==> src/dssc_pkg.sv <==
// shared types and constants of the dominating set size counter
package dssc_pkg;

  localparam int MAX_VERTICES = 16;
  localparam int VIDX_W       = 4;
  localparam int ROW_W        = 16;
  localparam int SIZE_W       = 5;
  localparam int CNT_W        = 17;
  localparam int NUM_CNT      = MAX_VERTICES + 1;

  localparam logic KIND_LOAD  = 1'b0;
  localparam logic KIND_START = 1'b1;

  localparam logic [SIZE_W-1:0] VCOUNT_RESET = SIZE_W'(MAX_VERTICES);

  // controller to datapath
  typedef struct packed {
    logic load;      // write one adjacency row
    logic clear;     // clear counters, subset and emit index
    logic step;      // test current subset and advance
    logic emit_adv;  // move one count into the output register
    logic emit_sel;  // counter read port follows the emit index
  } dssc_cmd_t;

  // datapath to controller
  typedef struct packed {
    logic walk_done;  // current subset is the last one
    logic emit_last;  // emit index points at size n
    logic out_free;   // output register can take a word
  } dssc_sts_t;

endpackage

==> src/dssc_ctrl.sv <==
// controller state machine of the dominating set size counter
module dssc_ctrl
  import dssc_pkg::*;
(
  input  logic      clk,
  input  logic      rst_n,
  input  logic      in_valid,
  input  logic      in_kind,
  input  dssc_sts_t sts,
  output dssc_cmd_t cmd,
  output logic      idle
);

  typedef enum logic [1:0] {
    ST_IDLE,
    ST_WALK,
    ST_DRAIN,
    ST_EMIT
  } state_t;

  state_t state_r, state_nxt;

  always_comb begin
    state_nxt    = state_r;
    cmd          = '0;
    case (state_r)
      ST_IDLE: begin
        if (in_valid && in_kind == KIND_LOAD) begin
          cmd.load = 1'b1;
        end else if (in_valid && in_kind == KIND_START) begin
          cmd.clear = 1'b1;
          state_nxt = ST_WALK;
        end
      end
      ST_WALK: begin
        cmd.step = 1'b1;
        if (sts.walk_done) begin
          state_nxt = ST_DRAIN;
        end
      end
      ST_DRAIN: begin
        state_nxt = ST_EMIT;
      end
      ST_EMIT: begin
        cmd.emit_sel = 1'b1;
        if (sts.out_free) begin
          cmd.emit_adv = 1'b1;
          if (sts.emit_last) begin
            state_nxt = ST_IDLE;
          end
        end
      end
      default: begin
        state_nxt = ST_IDLE;
      end
    endcase
  end

  assign idle = (state_r == ST_IDLE);

  always_ff @(posedge clk) begin
    if (!rst_n) begin
      state_r <= ST_IDLE;
    end else begin
      state_r <= state_nxt;
    end
  end

endmodule

==> src/dssc_datapath.sv <==
// datapath: rows, subset walk, size counters and output register
module dssc_datapath
  import dssc_pkg::*;
(
  input  logic              clk,
  input  logic              rst_n,
  input  dssc_cmd_t         cmd,
  output dssc_sts_t         sts,
  input  logic              cfg_we,
  input  logic [SIZE_W-1:0] cfg_vertex_count,
  input  logic [VIDX_W-1:0] in_row_vertex,
  input  logic [ROW_W-1:0]  in_neighbor_mask,
  input  logic              out_stall,
  output logic              out_valid,
  output logic [SIZE_W-1:0] out_set_size,
  output logic [CNT_W-1:0]  out_set_count,
  output logic              out_last
);

  function automatic logic [SIZE_W-1:0] pop16(input logic [ROW_W-1:0] v);
    logic [SIZE_W-1:0] acc;
    logic [2:0]        nib;
    acc = '0;
    for (int k = 0; k < ROW_W / 4; k++) begin
      nib = 3'(v[4*k]) + 3'(v[4*k+1]) + 3'(v[4*k+2]) + 3'(v[4*k+3]);
      acc = acc + SIZE_W'(nib);
    end
    return acc;
  endfunction

  logic [SIZE_W-1:0] vcount_r;
  logic [SIZE_W-1:0] n_eff;
  logic [ROW_W-1:0]  full_mask;
  logic [ROW_W-1:0]  rows_r [MAX_VERTICES];
  logic [ROW_W-1:0]  subset_r;
  logic [ROW_W-1:0]  covered;
  logic              s1_valid_r;
  logic              s1_dom_r;
  logic [SIZE_W-1:0] s1_size_r;
  logic [CNT_W-1:0]  counters_r [NUM_CNT];
  logic [SIZE_W-1:0] rd_addr;
  logic [CNT_W-1:0]  rd_data;
  logic [SIZE_W-1:0] emit_idx_r;
  logic              out_valid_r;
  logic [SIZE_W-1:0] out_size_r;
  logic [CNT_W-1:0]  out_count_r;
  logic              out_last_r;

  // vertex count saturates at the array size
  assign n_eff = (vcount_r > SIZE_W'(MAX_VERTICES)) ? SIZE_W'(MAX_VERTICES) : vcount_r;

  always_comb begin
    for (int j = 0; j < ROW_W; j++) begin
      full_mask[j] = (SIZE_W'(j) < n_eff);
    end
  end

  // union of closed neighborhoods of the chosen vertices
  always_comb begin
    covered = '0;
    for (int j = 0; j < MAX_VERTICES; j++) begin
      if (subset_r[j]) begin
        covered = covered | rows_r[j] | (ROW_W'(1) << j);
      end
    end
  end

  assign rd_addr = cmd.emit_sel ? emit_idx_r : s1_size_r;
  assign rd_data = counters_r[rd_addr];

  assign sts.walk_done = (subset_r == full_mask);
  assign sts.emit_last = (emit_idx_r == n_eff);
  assign sts.out_free  = !out_valid_r || !out_stall;

  always_ff @(posedge clk) begin
    if (!rst_n) begin
      vcount_r <= VCOUNT_RESET;
    end else if (cfg_we) begin
      vcount_r <= cfg_vertex_count;
    end
  end

  always_ff @(posedge clk) begin
    if (!rst_n) begin
      for (int j = 0; j < MAX_VERTICES; j++) begin
        rows_r[j] <= '0;
      end
    end else if (cmd.load) begin
      rows_r[in_row_vertex] <= in_neighbor_mask;
    end
  end

  // subset test stage
  always_ff @(posedge clk) begin
    if (!rst_n) begin
      subset_r   <= '0;
      s1_valid_r <= 1'b0;
    end else if (cmd.clear) begin
      subset_r   <= '0;
      s1_valid_r <= 1'b0;
    end else begin
      s1_valid_r <= cmd.step;
      if (cmd.step) begin
        subset_r <= sts.walk_done ? '0 : subset_r + 1'b1;
      end
    end
  end

  always_ff @(posedge clk) begin
    s1_dom_r  <= ((covered & full_mask) == full_mask);
    s1_size_r <= pop16(subset_r);
  end

  // size counters
  always_ff @(posedge clk) begin
    if (!rst_n || cmd.clear) begin
      for (int k = 0; k < NUM_CNT; k++) begin
        counters_r[k] <= '0;
      end
    end else if (s1_valid_r && s1_dom_r && !cmd.emit_sel) begin
      counters_r[rd_addr] <= CNT_W'(rd_data + 1'b1);
    end
  end

  // emit index and output register
  always_ff @(posedge clk) begin
    if (!rst_n || cmd.clear) begin
      emit_idx_r <= '0;
    end else if (cmd.emit_adv) begin
      emit_idx_r <= emit_idx_r + 1'b1;
    end
  end

  always_ff @(posedge clk) begin
    if (!rst_n) begin
      out_valid_r <= 1'b0;
    end else if (cmd.emit_adv) begin
      out_valid_r <= 1'b1;
    end else if (!out_stall) begin
      out_valid_r <= 1'b0;
    end
  end

  always_ff @(posedge clk) begin
    if (cmd.emit_adv) begin
      out_size_r  <= emit_idx_r;
      out_count_r <= rd_data;
      out_last_r  <= sts.emit_last;
    end
  end

  // no result shows while reset is held
  assign out_valid     = out_valid_r && rst_n;
  assign out_set_size  = out_size_r;
  assign out_set_count = out_count_r;
  assign out_last      = out_last_r;

endmodule

==> src/dominating_set_size_counter.sv <==
// top level of the dominating set size counter
//
// Counts the dominating sets of a graph of up to 16 vertices, by set size.
// A load word (kind 0) writes the neighbor row of one vertex. A start word
// (kind 1) clears the size counters and walks every subset of the first n
// vertices, n being the configured vertex count saturated at 16. One subset
// is tested per cycle: the closed neighborhoods of the chosen vertices are
// OR-ed together and, when they cover all n vertices, the counter for the
// subset's size is bumped. The walk is a binary counter through a single
// two-stage test unit, so a start word walks 2^n subsets, drains the test
// unit and then gives n + 1 result words, one per cycle when the output
// side does not stall. Results come out in size order 0 through n, with
// last set on size n. Rows are used as written, without symmetrizing; row
// bits at or above n are ignored. No new input word is taken until the last
// result has moved into the output register; that register lets the next
// word be taken while the final result waits. Vertex count writes are
// taken only while the block is idle (cfg_ready high). While rst_n is low
// the input is stalled, cfg_ready is low and no result is shown. Reset
// gives all rows zero and a vertex count of 16.
module dominating_set_size_counter
  import dssc_pkg::*;
(
  input  logic              clk,
  input  logic              rst_n,
  // input words
  input  logic              in_valid,
  output logic              in_stall,
  input  logic              in_kind,
  input  logic [VIDX_W-1:0] in_row_vertex,
  input  logic [ROW_W-1:0]  in_neighbor_mask,
  // result words
  output logic              out_valid,
  input  logic              out_stall,
  output logic [SIZE_W-1:0] out_set_size,
  output logic [CNT_W-1:0]  out_set_count,
  output logic              out_last,
  // vertex count register
  input  logic              cfg_valid,
  output logic              cfg_ready,
  input  logic [SIZE_W-1:0] cfg_vertex_count
);

  dssc_cmd_t cmd;
  dssc_sts_t sts;
  logic      idle;

  // only idle takes words, either on the input or on the config port,
  // and nothing is taken while reset is held
  assign in_stall  = !idle || !rst_n;
  assign cfg_ready = idle && rst_n;

  dssc_ctrl u_ctrl (
    .clk      (clk),
    .rst_n    (rst_n),
    .in_valid (in_valid),
    .in_kind  (in_kind),
    .sts      (sts),
    .cmd      (cmd),
    .idle     (idle)
  );

  dssc_datapath u_dp (
    .clk              (clk),
    .rst_n            (rst_n),
    .cmd              (cmd),
    .sts              (sts),
    .cfg_we           (cfg_valid && cfg_ready),
    .cfg_vertex_count (cfg_vertex_count),
    .in_row_vertex    (in_row_vertex),
    .in_neighbor_mask (in_neighbor_mask),
    .out_stall        (out_stall),
    .out_valid        (out_valid),
    .out_set_size     (out_set_size),
    .out_set_count    (out_set_count),
    .out_last         (out_last)
  );

endmodule

==> config.mk <==
export PLATFORM = sky130hd
export DESIGN_NAME = dominating_set_size_counter
export DESIGN_NICKNAME = d
export VERILOG_FILES = /design/src/dssc_pkg.sv /design/src/dssc_ctrl.sv /design/src/dssc_datapath.sv /design/src/dominating_set_size_counter.sv
export SDC_FILE = /design/constraint.sdc
export NUM_CORES = 1
export LEC_CHECK = 0
export BUFFER_PORTS_ARGS = -buffer_cell sky130_fd_sc_hd__buf_2
export CORE_MARGIN = 5
export CORE_UTILIZATION = 53
export DETAILED_ROUTE_END_ITERATION = 8
export GPL_TIMING_DRIVEN = 0
export MAX_ROUTING_LAYER = met4
export PLACE_DENSITY = 0.69
export SYNTH_ARGS = -nofsm -noshare
export SYNTH_HDL_FRONTEND = slang
export SYNTH_SLANG_ARGS = --single-unit
export TNS_END_PERCENT = 10
==> constraint.sdc <==
create_clock -name clk -period 6.26 [get_ports clk]
set_input_delay 0.626 -clock clk [delete_from_list [all_inputs] [get_ports clk]]
set_output_delay 0.626 -clock clk [all_outputs]
set_load 0.01 [all_outputs]
# Yosys cells after proc, flatten, opt, wreduce, memory -nomap -nowiden
# Memory sizes are Yosys's and may differ from the RTL's.
# Index checks and enable logic that the tools add are counted.
# totals
n_memories	2
inputBits	31
word_cells	147
regBits	59
ramBits	545
output_inout_bits	26
# classes
reduce_logical	20
eq_ne	12
addsub	18
bitwise	18
magnitude_cmp	17
muxes	49
# memory_table
memory	depth	width	read_ports	rd_ports_with_merged_regs	wr	line_no	source
u_dp.counters_r	17	17	1	0	17	dssc_datapath.sv:40	logic [CNT_W-1:0] counters_r [NUM_CNT];
u_dp.rows_r	16	16	16	0	16	dssc_datapath.sv:34	logic [ROW_W-1:0] rows_r [MAX_VERTICES];
# op_table
operator	count
$mux 16	18
$or 16x16->16	14
$lt 4x5->1 const A	8
$eq 16x16->1	2
$add 3x1->3	8
$lt 3x5->1 const A	4
$mux 1	18
$add 17x1->17 const B	1
$mux 17	1
$reduce_or 17->1	1
$add 16x1->16 const B	1
$and 16x16->16	1
$reduce_or 16->1	1
$mux 5	3
$or 15x15->15	1
$mux 2	7
$add 5x3->5	2
$lt 1x5->1 const A	2
$lt 2x5->1 const A	2
$add 1x1->2	4
$pmux 2 s4	1
$logic_and 1x1->1	7
$ne 2x1->1 const B	3
$ne 2x2->1 const B	3
13 further kinds	21

# Depth between registers and ports, before layout
# Gate-level depths: netlist of the first run.
# An unclocked memory read counts as a cell.
# depth
depth_word	34
ltp_mapped	22
mapped_depth_nobuf	13

# Cells and area by module
# Synthesis of the first run repeated with hierarchy kept, for this count alone.
# unflattened
hier_cells	2722
area_unflattened_um2	37043.0
# by_module_without_submodules
module	seq_area_each_um2	area_each_um2	instances	cells_per_inst
dssc_datapath	24913.9	36829.1	1	2695
dssc_ctrl	40.0	196.4	1	24
dominating_set_size_counter	0.0	17.5	1	3

# Worst setup path after synthesis of the first run
# Ideal clock, no wire load.
# synth_timing
path_kind	register -> register
start	register u_ctrl.state_r[0]
end	memory u_dp.counters_r[17][16] (data pin)
slack_ns	1.635
setup_ns	0.272
arrival_time_ns	4.353
n_path_buf	10
synth_period_minus_slack_ns	4.625
required_time_ns	5.988
path_stages_with_launch	22
path_cell_list	dfxtp_1 > ha_1 > buf_6 > mux2_4 > buf_6 > buf_6 > buf_8 > buf_8 > buf_6 > buf_6 > mux2i_1 > o32ai_1 > nor4_1 > nand4_1 > clkbuf_1 > clkbuf_1 > ha_1 > nand2_2 > nor4_4 > a31oi_4 > buf_4 > nor2_1
# synth_rtl
item	line_no	source
start, declared	dssc_ctrl.sv:21	state_t state_r, state_nxt;
start signal, assigned	dssc_ctrl.sv:65	state_r <= state_nxt;
end, declared	dssc_datapath.sv:40	

==> out/metrics.cfg, run 1 <==
[status]
status=complete, but fails checks
violations=capacitance limit, slew limit

[worst_setup_path]
cpPeakStageDelay_ns=1.17
end_kind=flip-flop
required_ns=6.27
cp-start-kind=flip-flop
crit_arrival_ns=6.24
worst-r2r-setup-slack_ns=0.03
r2r_cells=12
cpMaxStageDelayCell=nand2_1
critPathMostFrequentCell=buf_6
path_buf_inv=7
path_depth=12
r2r_end=u_dp.counters_r[6][9]
critical_path_class=flip-flop to flip-flop
regToRegStartpoint=u_ctrl.state_r[0]
path_delay_family=buffers and inverters
worstPathCellList=ha_1, buf_6, buf_6, mux2_4, buf_6, buf_2, buf_4, buf_2, nor3_1, nand2_1, clkbuf_1, nand2_1
path_max_fanout=17

[sta]
max_clock_freq_ghz=0.161
final-max-slew-violation-count=36
setup_viol=0
worst_slew_pin_slew_ns=1.54
rsz0062_at_grt=no
slew_headroom=-0.0294
fin_crit_ns=6.23
timing.final.ws_setup_ns=0.0339
hold_violations=0
clock_skew_ns=0.0364
fin_crit_sh=0.995

[cts]
path_clk_slew_ns=0.06
clk_latency_ns=0.66
numCtsBuffers=88
tritoncts=yes
clk_path_buf_depth=3
clock-sinks=843
htreeDepth=3
clk_root_buffer_cell=clkbuf_16

[die]
initial_core_util=0.532
placementRows=97
ios=57
dieArea_mm2=0.0754
die_h_um=275
die_width_um=275
core-area_mm2=0.0698

[layout]
multi_input_area_mm2=0.0110
finalNonFillerCells=3945
drive_gt1_frac=0.136
design_area_mm2=0.0418
n_fill_cell=5418
seqCellArea_mm2=0.0250
fin_nets=2994
area_growth_pct=12.8
layout_commonest_cell=edfxtp_1
postLayoutCoreUtil=0.600
layout_common_cells=edfxtp_1 (807), nor2_1 (334), and2_1 (245)

[logic_synthesis]
ys_warn_count=0
synth-edff-count=807
syn-cell-area_mm2=0.0371
syn_nets=2820
syn_inst=2759
ys_seq_elements=843
synth.avg_cell_area_um2=13.4
yosysSeqAreaShare=0.673
synth_flop_cell=edfxtp_1
ys_async_sr_fraction=0
synth.distinct_cells=88

[job]
max_cap_violations=3

[power]
power_density_mw_per_mm2=339
p_leak_uw=0.0144
total_power_uw=14200
irDropWorstVdd_mv=0.255

[min_path]
hold_depth=3
hp-class=primary input to flip-flop
hold_start=cfg_vertex_count[0]
min_to=u_dp.vcount_r[0]

[global_routing]
grt_pass1_vias=24900
grt_usage=0.342
grt_start_max_net_pins=30
grt_pass1_wl_um=179000
overflow=0
antenna_found_initial=1

[place]
dpl_cell_area_mm2=0.0391
portBuffers=56
hpwl_um=86900
place_ws_ns=-1.11
routabilityCongestion=1.01
dp_cells=3780

[routing]
routedWlPerCell_um=32.2
dr.pass1.iters=9
ant_nets=0
routed_wl_um=127000
drt_iter0_markers=4494
drcViolationCount=0
viasPerCell=6.62
detailroute.via_count=26100

-- flip-flops by register name (all words and copies together), names as in the netlist --
register            cells
u_dp.s1_size_r          5
u_dp.out_set_count     17
u_dp.s1_valid_r         1
u_ctrl.state_r          2
u_dp.vcount_r           5
u_dp.out_last           1
u_dp.rows_r           240
u_dp.out_set_size       5
u_dp.counters_r       544
u_dp.subset_r          16
u_dp.emit_idx_r         5
u_dp.s1_dom_r           1
u_dp.out_valid_r        1
-- worst register-to-register path: stages, from the launching register on --
cell      delay [ns]
dfxtp_1         0.34
ha_1            0.22
buf_6           0.14
buf_6           0.15
mux2_4          0.33
buf_6           0.25
buf_2           0.49
buf_4           0.43
buf_2           0.51
nor3_1          0.20
nand2_1         0.57
clkbuf_1        0.79
nand2_1         1.17
-- synthesized netlist by cell type (8+ instances only) --
master / instances / area share
edfxtp_1: 807 / 0.65
nor2_1: 351 / 0.036
and2_1: 245 / 0.041
nand2_1: 165 / 0.017
mux2i_1: 141 / 0.038
clkbuf_1: 119 / 0.012
a22oi_1: 84 / 0.017
o21ai_0: 81 / 0.011
a21oi_1: 78 / 0.011
o22ai_1: 60 / 0.010
inv_1: 53 / 0.0054
nand4_1: 42 / 0.0071
nand3_1: 37 / 0.0050
dfxtp_1: 36 / 0.019
a22o_1: 34 / 0.0080
nor3_1: 30 / 0.0040
buf_2: 26 / 0.0035
a221oi_1: 22 / 0.0052
ha_1: 21 / 0.0071
buf_6: 19 / 0.0058
mux4_2: 19 / 0.012
nor4_1: 19 / 0.0032
xnor2_1: 19 / 0.0045
buf_4: 17 / 0.0034
o32ai_1: 15 / 0.0035
or2_2: 11 / 0.0019
xnor2_2: 11 / 0.0048
a41oi_1: 10 / 0.0024
nand2b_1: 10 / 0.0017
nor3_2: 10 / 0.0027
fa_1: 9 / 0.0049
buf_1: 8 / 0.00081
inv_2: 8 / 0.00081
o21ai_1: 8 / 0.0011
xor2_1: 8 / 0.0019
-- how the worst max path moves through the flow --
| stage | start | end | slack, ns |
|---|---|---|---|
| finish | u_ctrl.state_r[0] | u_dp.counters_r[6][9] | 0.03 |
| global route | u_ctrl.state_r[1] | u_dp.counters_r[5][1] | 0.0003 |
| CTS | u_ctrl.state_r[1] | u_dp.counters_r[22][14] | 0.01 |
| detailed placement | u_ctrl.state_r[1] | u_dp.counters_r[23][16] | -1.11 |
| global placement | u_ctrl.state_r[0] | u_dp.counters_r[22][16] | -0.96 |
| floorplan | u_ctrl.state_r[0] | u_dp.counters_r[17][16] | 1.64 |
-- logic make-up after synthesis --
family | Yosys count | synth area share
compound gates | 443 | 0.0814
fa+ha+maj | 30 | 0.0119
buf+inv | 256 | 0.0336
simple gates | 983 | 0.137
xor+xnor | 39 | 0.0119
flops | 843 | 0.673
mux | 165 | 0.0516
-- stage by stage --
stage	setup TNS, ns	hold WS [ns]
global placement	-84.63	0.469
detailed placement	-104.21	0.476
floorplan	0	0.435
CTS	0	0.218
finish	0	0.245
global route	0	0.250
-- area by class of cell --
type                            instances  share of cell area
Buffer                                193              0.0244
Timing Repair Buffer                   84              0.0173
Multi-Input combinational cell       1660               0.263
Sequential cell                       843               0.596
Clock buffer                          106              0.0548
Clock inverter                         54             0.00993
Antenna cell                            2            0.000120
Tap cell                              940              0.0281
Inverter                               63             0.00565
-- where the power goes --
group	leakage (uW)	total (uW)	switching, uW	internal, uW
Sequential	0.00835	6800	106	6700
Clock	0.00132	5030	2250	2790
Combinational	0.00470	2360	1810	554
Total	0.0144	14200	4160	10000
-- timing repair --
| item | in CTS | in global routing |
|---|---|---|
| endpoints found under the setup margin | 245 | 140 |
| resized for setup | 7 | 7 |
| pin swaps | 0 | 1 |
| gates cloned | 0 | 0 |
| buffers inserted | 0 | 2 |
| hold buffers | 0 | 0 |
-- routing by layer --
layer | vias to the layer above | part of all wire | global-route usage
li1 | 10600 | - | -
met1 | 13000 | 0.37 | 0.446
met2 | 2035 | 0.45 | 0.520
met3 | 443 | 0.12 | 0.0693
met4 | 0 | 0.061 | 0.165
met5 | - | 0 | -
(Power assumes the default switching activity.)
==> inputs of run 2 (changes only) <==
--- a/config.mk
+++ b/config.mk
@@ -13,4 +13,5 @@
 export MAX_ROUTING_LAYER = met4
 export PLACE_DENSITY = 0.69
+export SKIP_CTS_REPAIR_TIMING = 1
 export SYNTH_ARGS = -nofsm -noshare
 export SYNTH_HDL_FRONTEND = slang
==> constraint.sdc (replaced) <==
create_clock -name clk -period 6.26 [get_ports clk]
set_input_delay 1.252 -clock clk [delete_from_list [all_inputs] [get_ports clk]]
set_output_delay 1.252 -clock clk [all_outputs]
set_load 0.01 [all_outputs]
==> run 2 against run 1 <==
Effect of this change:
- the run still ends with capacitance limit, slew limit left
- sequential share of layout area about the same
- register-to-register slack worse by 0.03 ns
- clock power about the same
- core utilization about the same
- setup slack worse by 0.029 ns
- critical path depth up 7
- cell count unchanged
- clock skew up 0.0020 ns
- first-iteration DRC count up 0.18%
- sequential cell count unchanged
- maximum frequency down 0.47%
- sequential power about the same
- largest cell class unchanged
==> out/metrics.cfg, run 2 (synthesis results as in run 1) <==
[global_routing]
grt_start_max_net_pins=30  ; unchanged
overflow=0  ; unchanged
grt_pass1_vias=24900  ; -0.060%
antenna_found_initial=1  ; unchanged
grt_pass1_wl_um=179000  ; about the same
grt_usage=0.342  ; about the same

[worst_setup_path]
cpMaxStageDelayCell=a222oi_1
path_max_fanout=15  ; -2
regToRegStartpoint=u_ctrl.state_r[1]
critPathMostFrequentCell=buf_6
critical_path_class=flip-flop to flip-flop
worst-r2r-setup-slack_ns=0.004  ; -0.03 ns
end_kind=flip-flop
path_depth=19  ; +7
cp-start-kind=flip-flop
crit_arrival_ns=6.61  ; +0.37 ns
r2r_end=u_dp.counters_r[20][4]
r2r_cells=19  ; +7
path_buf_inv=10  ; +3
required_ns=6.61  ; +0.34 ns
worstPathCellList=ha_1, buf_6, buf_6, mux2_4, buf_6, buf_2, buf_4, nand3_1, nand4_1, a222oi_1, nand4_1, clkbuf_2, buf_2, ha_1, inv_1, nor3_1, xnor2_2, clkbuf_2, inv_2
crit_end=u_dp.counters_r[20][4]
crit_start=u_ctrl.state_r[1]
cpPeakStageDelay_ns=0.59  ; -0.58 ns
path_delay_family=buffers and inverters

[place]
hpwl_um=86900  ; unchanged
routabilityCongestion=1.01  ; unchanged
place_ws_ns=-1.11  ; unchanged
dpl_cell_area_mm2=0.0391  ; unchanged
portBuffers=56  ; unchanged

[die]
placementRows=97  ; unchanged
core-area_mm2=0.0698  ; unchanged
initial_core_util=0.532  ; unchanged
die_h_um=275  ; unchanged
die_width_um=275  ; unchanged
ios=57  ; unchanged
dieArea_mm2=0.0754  ; unchanged

[sta]
timing.final.ws_setup_ns=0.00448  ; -0.0294 ns
slew_headroom=-0.0168  ; +0.0126
worst_slew_pin_slew_ns=1.52  ; -0.0189 ns
final-max-slew-violation-count=36  ; unchanged
clock_skew_ns=0.0384  ; +0.00198 ns
setup_viol=0  ; unchanged
fin_crit_ns=6.26  ; +0.0294 ns
rsz0062_at_grt=yes
fin_crit_sh=0.999  ; +0.00470
worst_hold_slack_ns=0.498  ; +0.252 ns
max_clock_freq_ghz=0.160  ; -0.47%
setup_tns_ns=0  ; unchanged
hold_violations=0  ; unchanged

[cts]
htreeDepth=3  ; unchanged
clk_latency_ns=0.67  ; about the same
clk_root_buffer_cell=clkbuf_16
tritoncts=yes
path_clk_slew_ns=0.06  ; about the same
numCtsBuffers=88  ; unchanged
clock-sinks=843  ; unchanged
clk_path_buf_depth=3  ; unchanged

[power]
power_density_mw_per_mm2=339  ; about the same
p_leak_uw=0.0144  ; about the same
irDropWorstVdd_mv=0.255  ; +0.17%

[layout]
drive_gt1_frac=0.136  ; +0.000666
area_growth_pct=12.8  ; about the same
design_area_mm2=0.0419  ; about the same
layout_common_cells=edfxtp_1 (807), nor2_1 (334), and2_1 (245)
fin_nets=2994  ; unchanged
largest_reg_flops=544  ; unchanged
layout_commonest_cell=edfxtp_1
regMostFlops=u_dp.counters_r

[routing]
ant_nets=0  ; unchanged
routed_wl_um=127000  ; about the same
routedWlPerCell_um=32.2  ; about the same
detailroute.via_count=26000  ; -0.31%
drcViolationCount=0  ; unchanged
dr.pass1.iters=7  ; -2
drt_iter0_markers=4502  ; +0.18%
viasPerCell=6.60  ; -0.31%

[min_path]
hp-class=flip-flop to flip-flop

[job]
max_cap_violations=3  ; unchanged

[status]
violations=capacitance limit, slew limit
status=complete, but fails checks

==> run 2: changes by cell type in the layout (fill, tap and decap cells not counted), sizes merged <==
cell / previous run / this run
inv: 66 / 65
buf: 157 / 159
clkinvlp: 5 / 6
clkbuf: 226 / 224
==> run 2: how the worst min path moves through the flow <==
stage                       start              endpoint  slack [ns]  depth (start not counted)
2_1_floorplan  u_dp.emit_idx_r[1]  u_dp.out_set_size[1]        0.44                          0
3_3_place_gp   u_dp.emit_idx_r[1]  u_dp.out_set_size[1]        0.47                          0
3_5_place_dp   u_dp.emit_idx_r[1]  u_dp.out_set_size[1]        0.48                          0
4_1_cts        u_dp.emit_idx_r[1]  u_dp.out_set_size[1]        0.50                          0
5_1_grt        u_dp.emit_idx_r[1]  u_dp.out_set_size[1]        0.52                          0
6_report       u_dp.emit_idx_r[1]  u_dp.out_set_size[1]        0.50                          0
==> run 2: metal layers <==
| layer | GRT usage | up-vias | share of wire |
|---|---|---|---|
| met5 | - | - | 0 |
| met4 | 0.165 | 0 | 0.059 |
| met3 | 0.0686 | 430 | 0.12 |
| met2 | 0.520 | 2071 | 0.46 |
| met1 | 0.447 | 12900 | 0.36 |
| li1 | - | 10600 | - |
==> run 2: cell type report <==
type                       count  area [um2]
sequential                   843       25000
buffer                       192        1010
fill                        5414       27900
timing repair buffer          85         729
antenna                        2        5.00
inverter                      63         240
clock buffer                 106        2290
tap                          940        1180
multi-input combinational   1660       11100
clock inverter                54         415
==> run 2: report_power, final <==
part	internal (uW)	switching, uW	total, uW
registers	6700	106	6800
clock network	2780	2240	5020
logic	560	1820	2380
==> run 2: metrics by stage <==
stage / total power [uW] / std cells / util
floorplan: 8160 / 2759 / -
global placement: 9090 / 3755 / 0.553
detailed placement: 9160 / 3780 / 0.560
CTS: 14100 / 3940 / 0.598
global route: 14500 / 3944 / 0.600
finish: 14200 / 3945 / 0.600
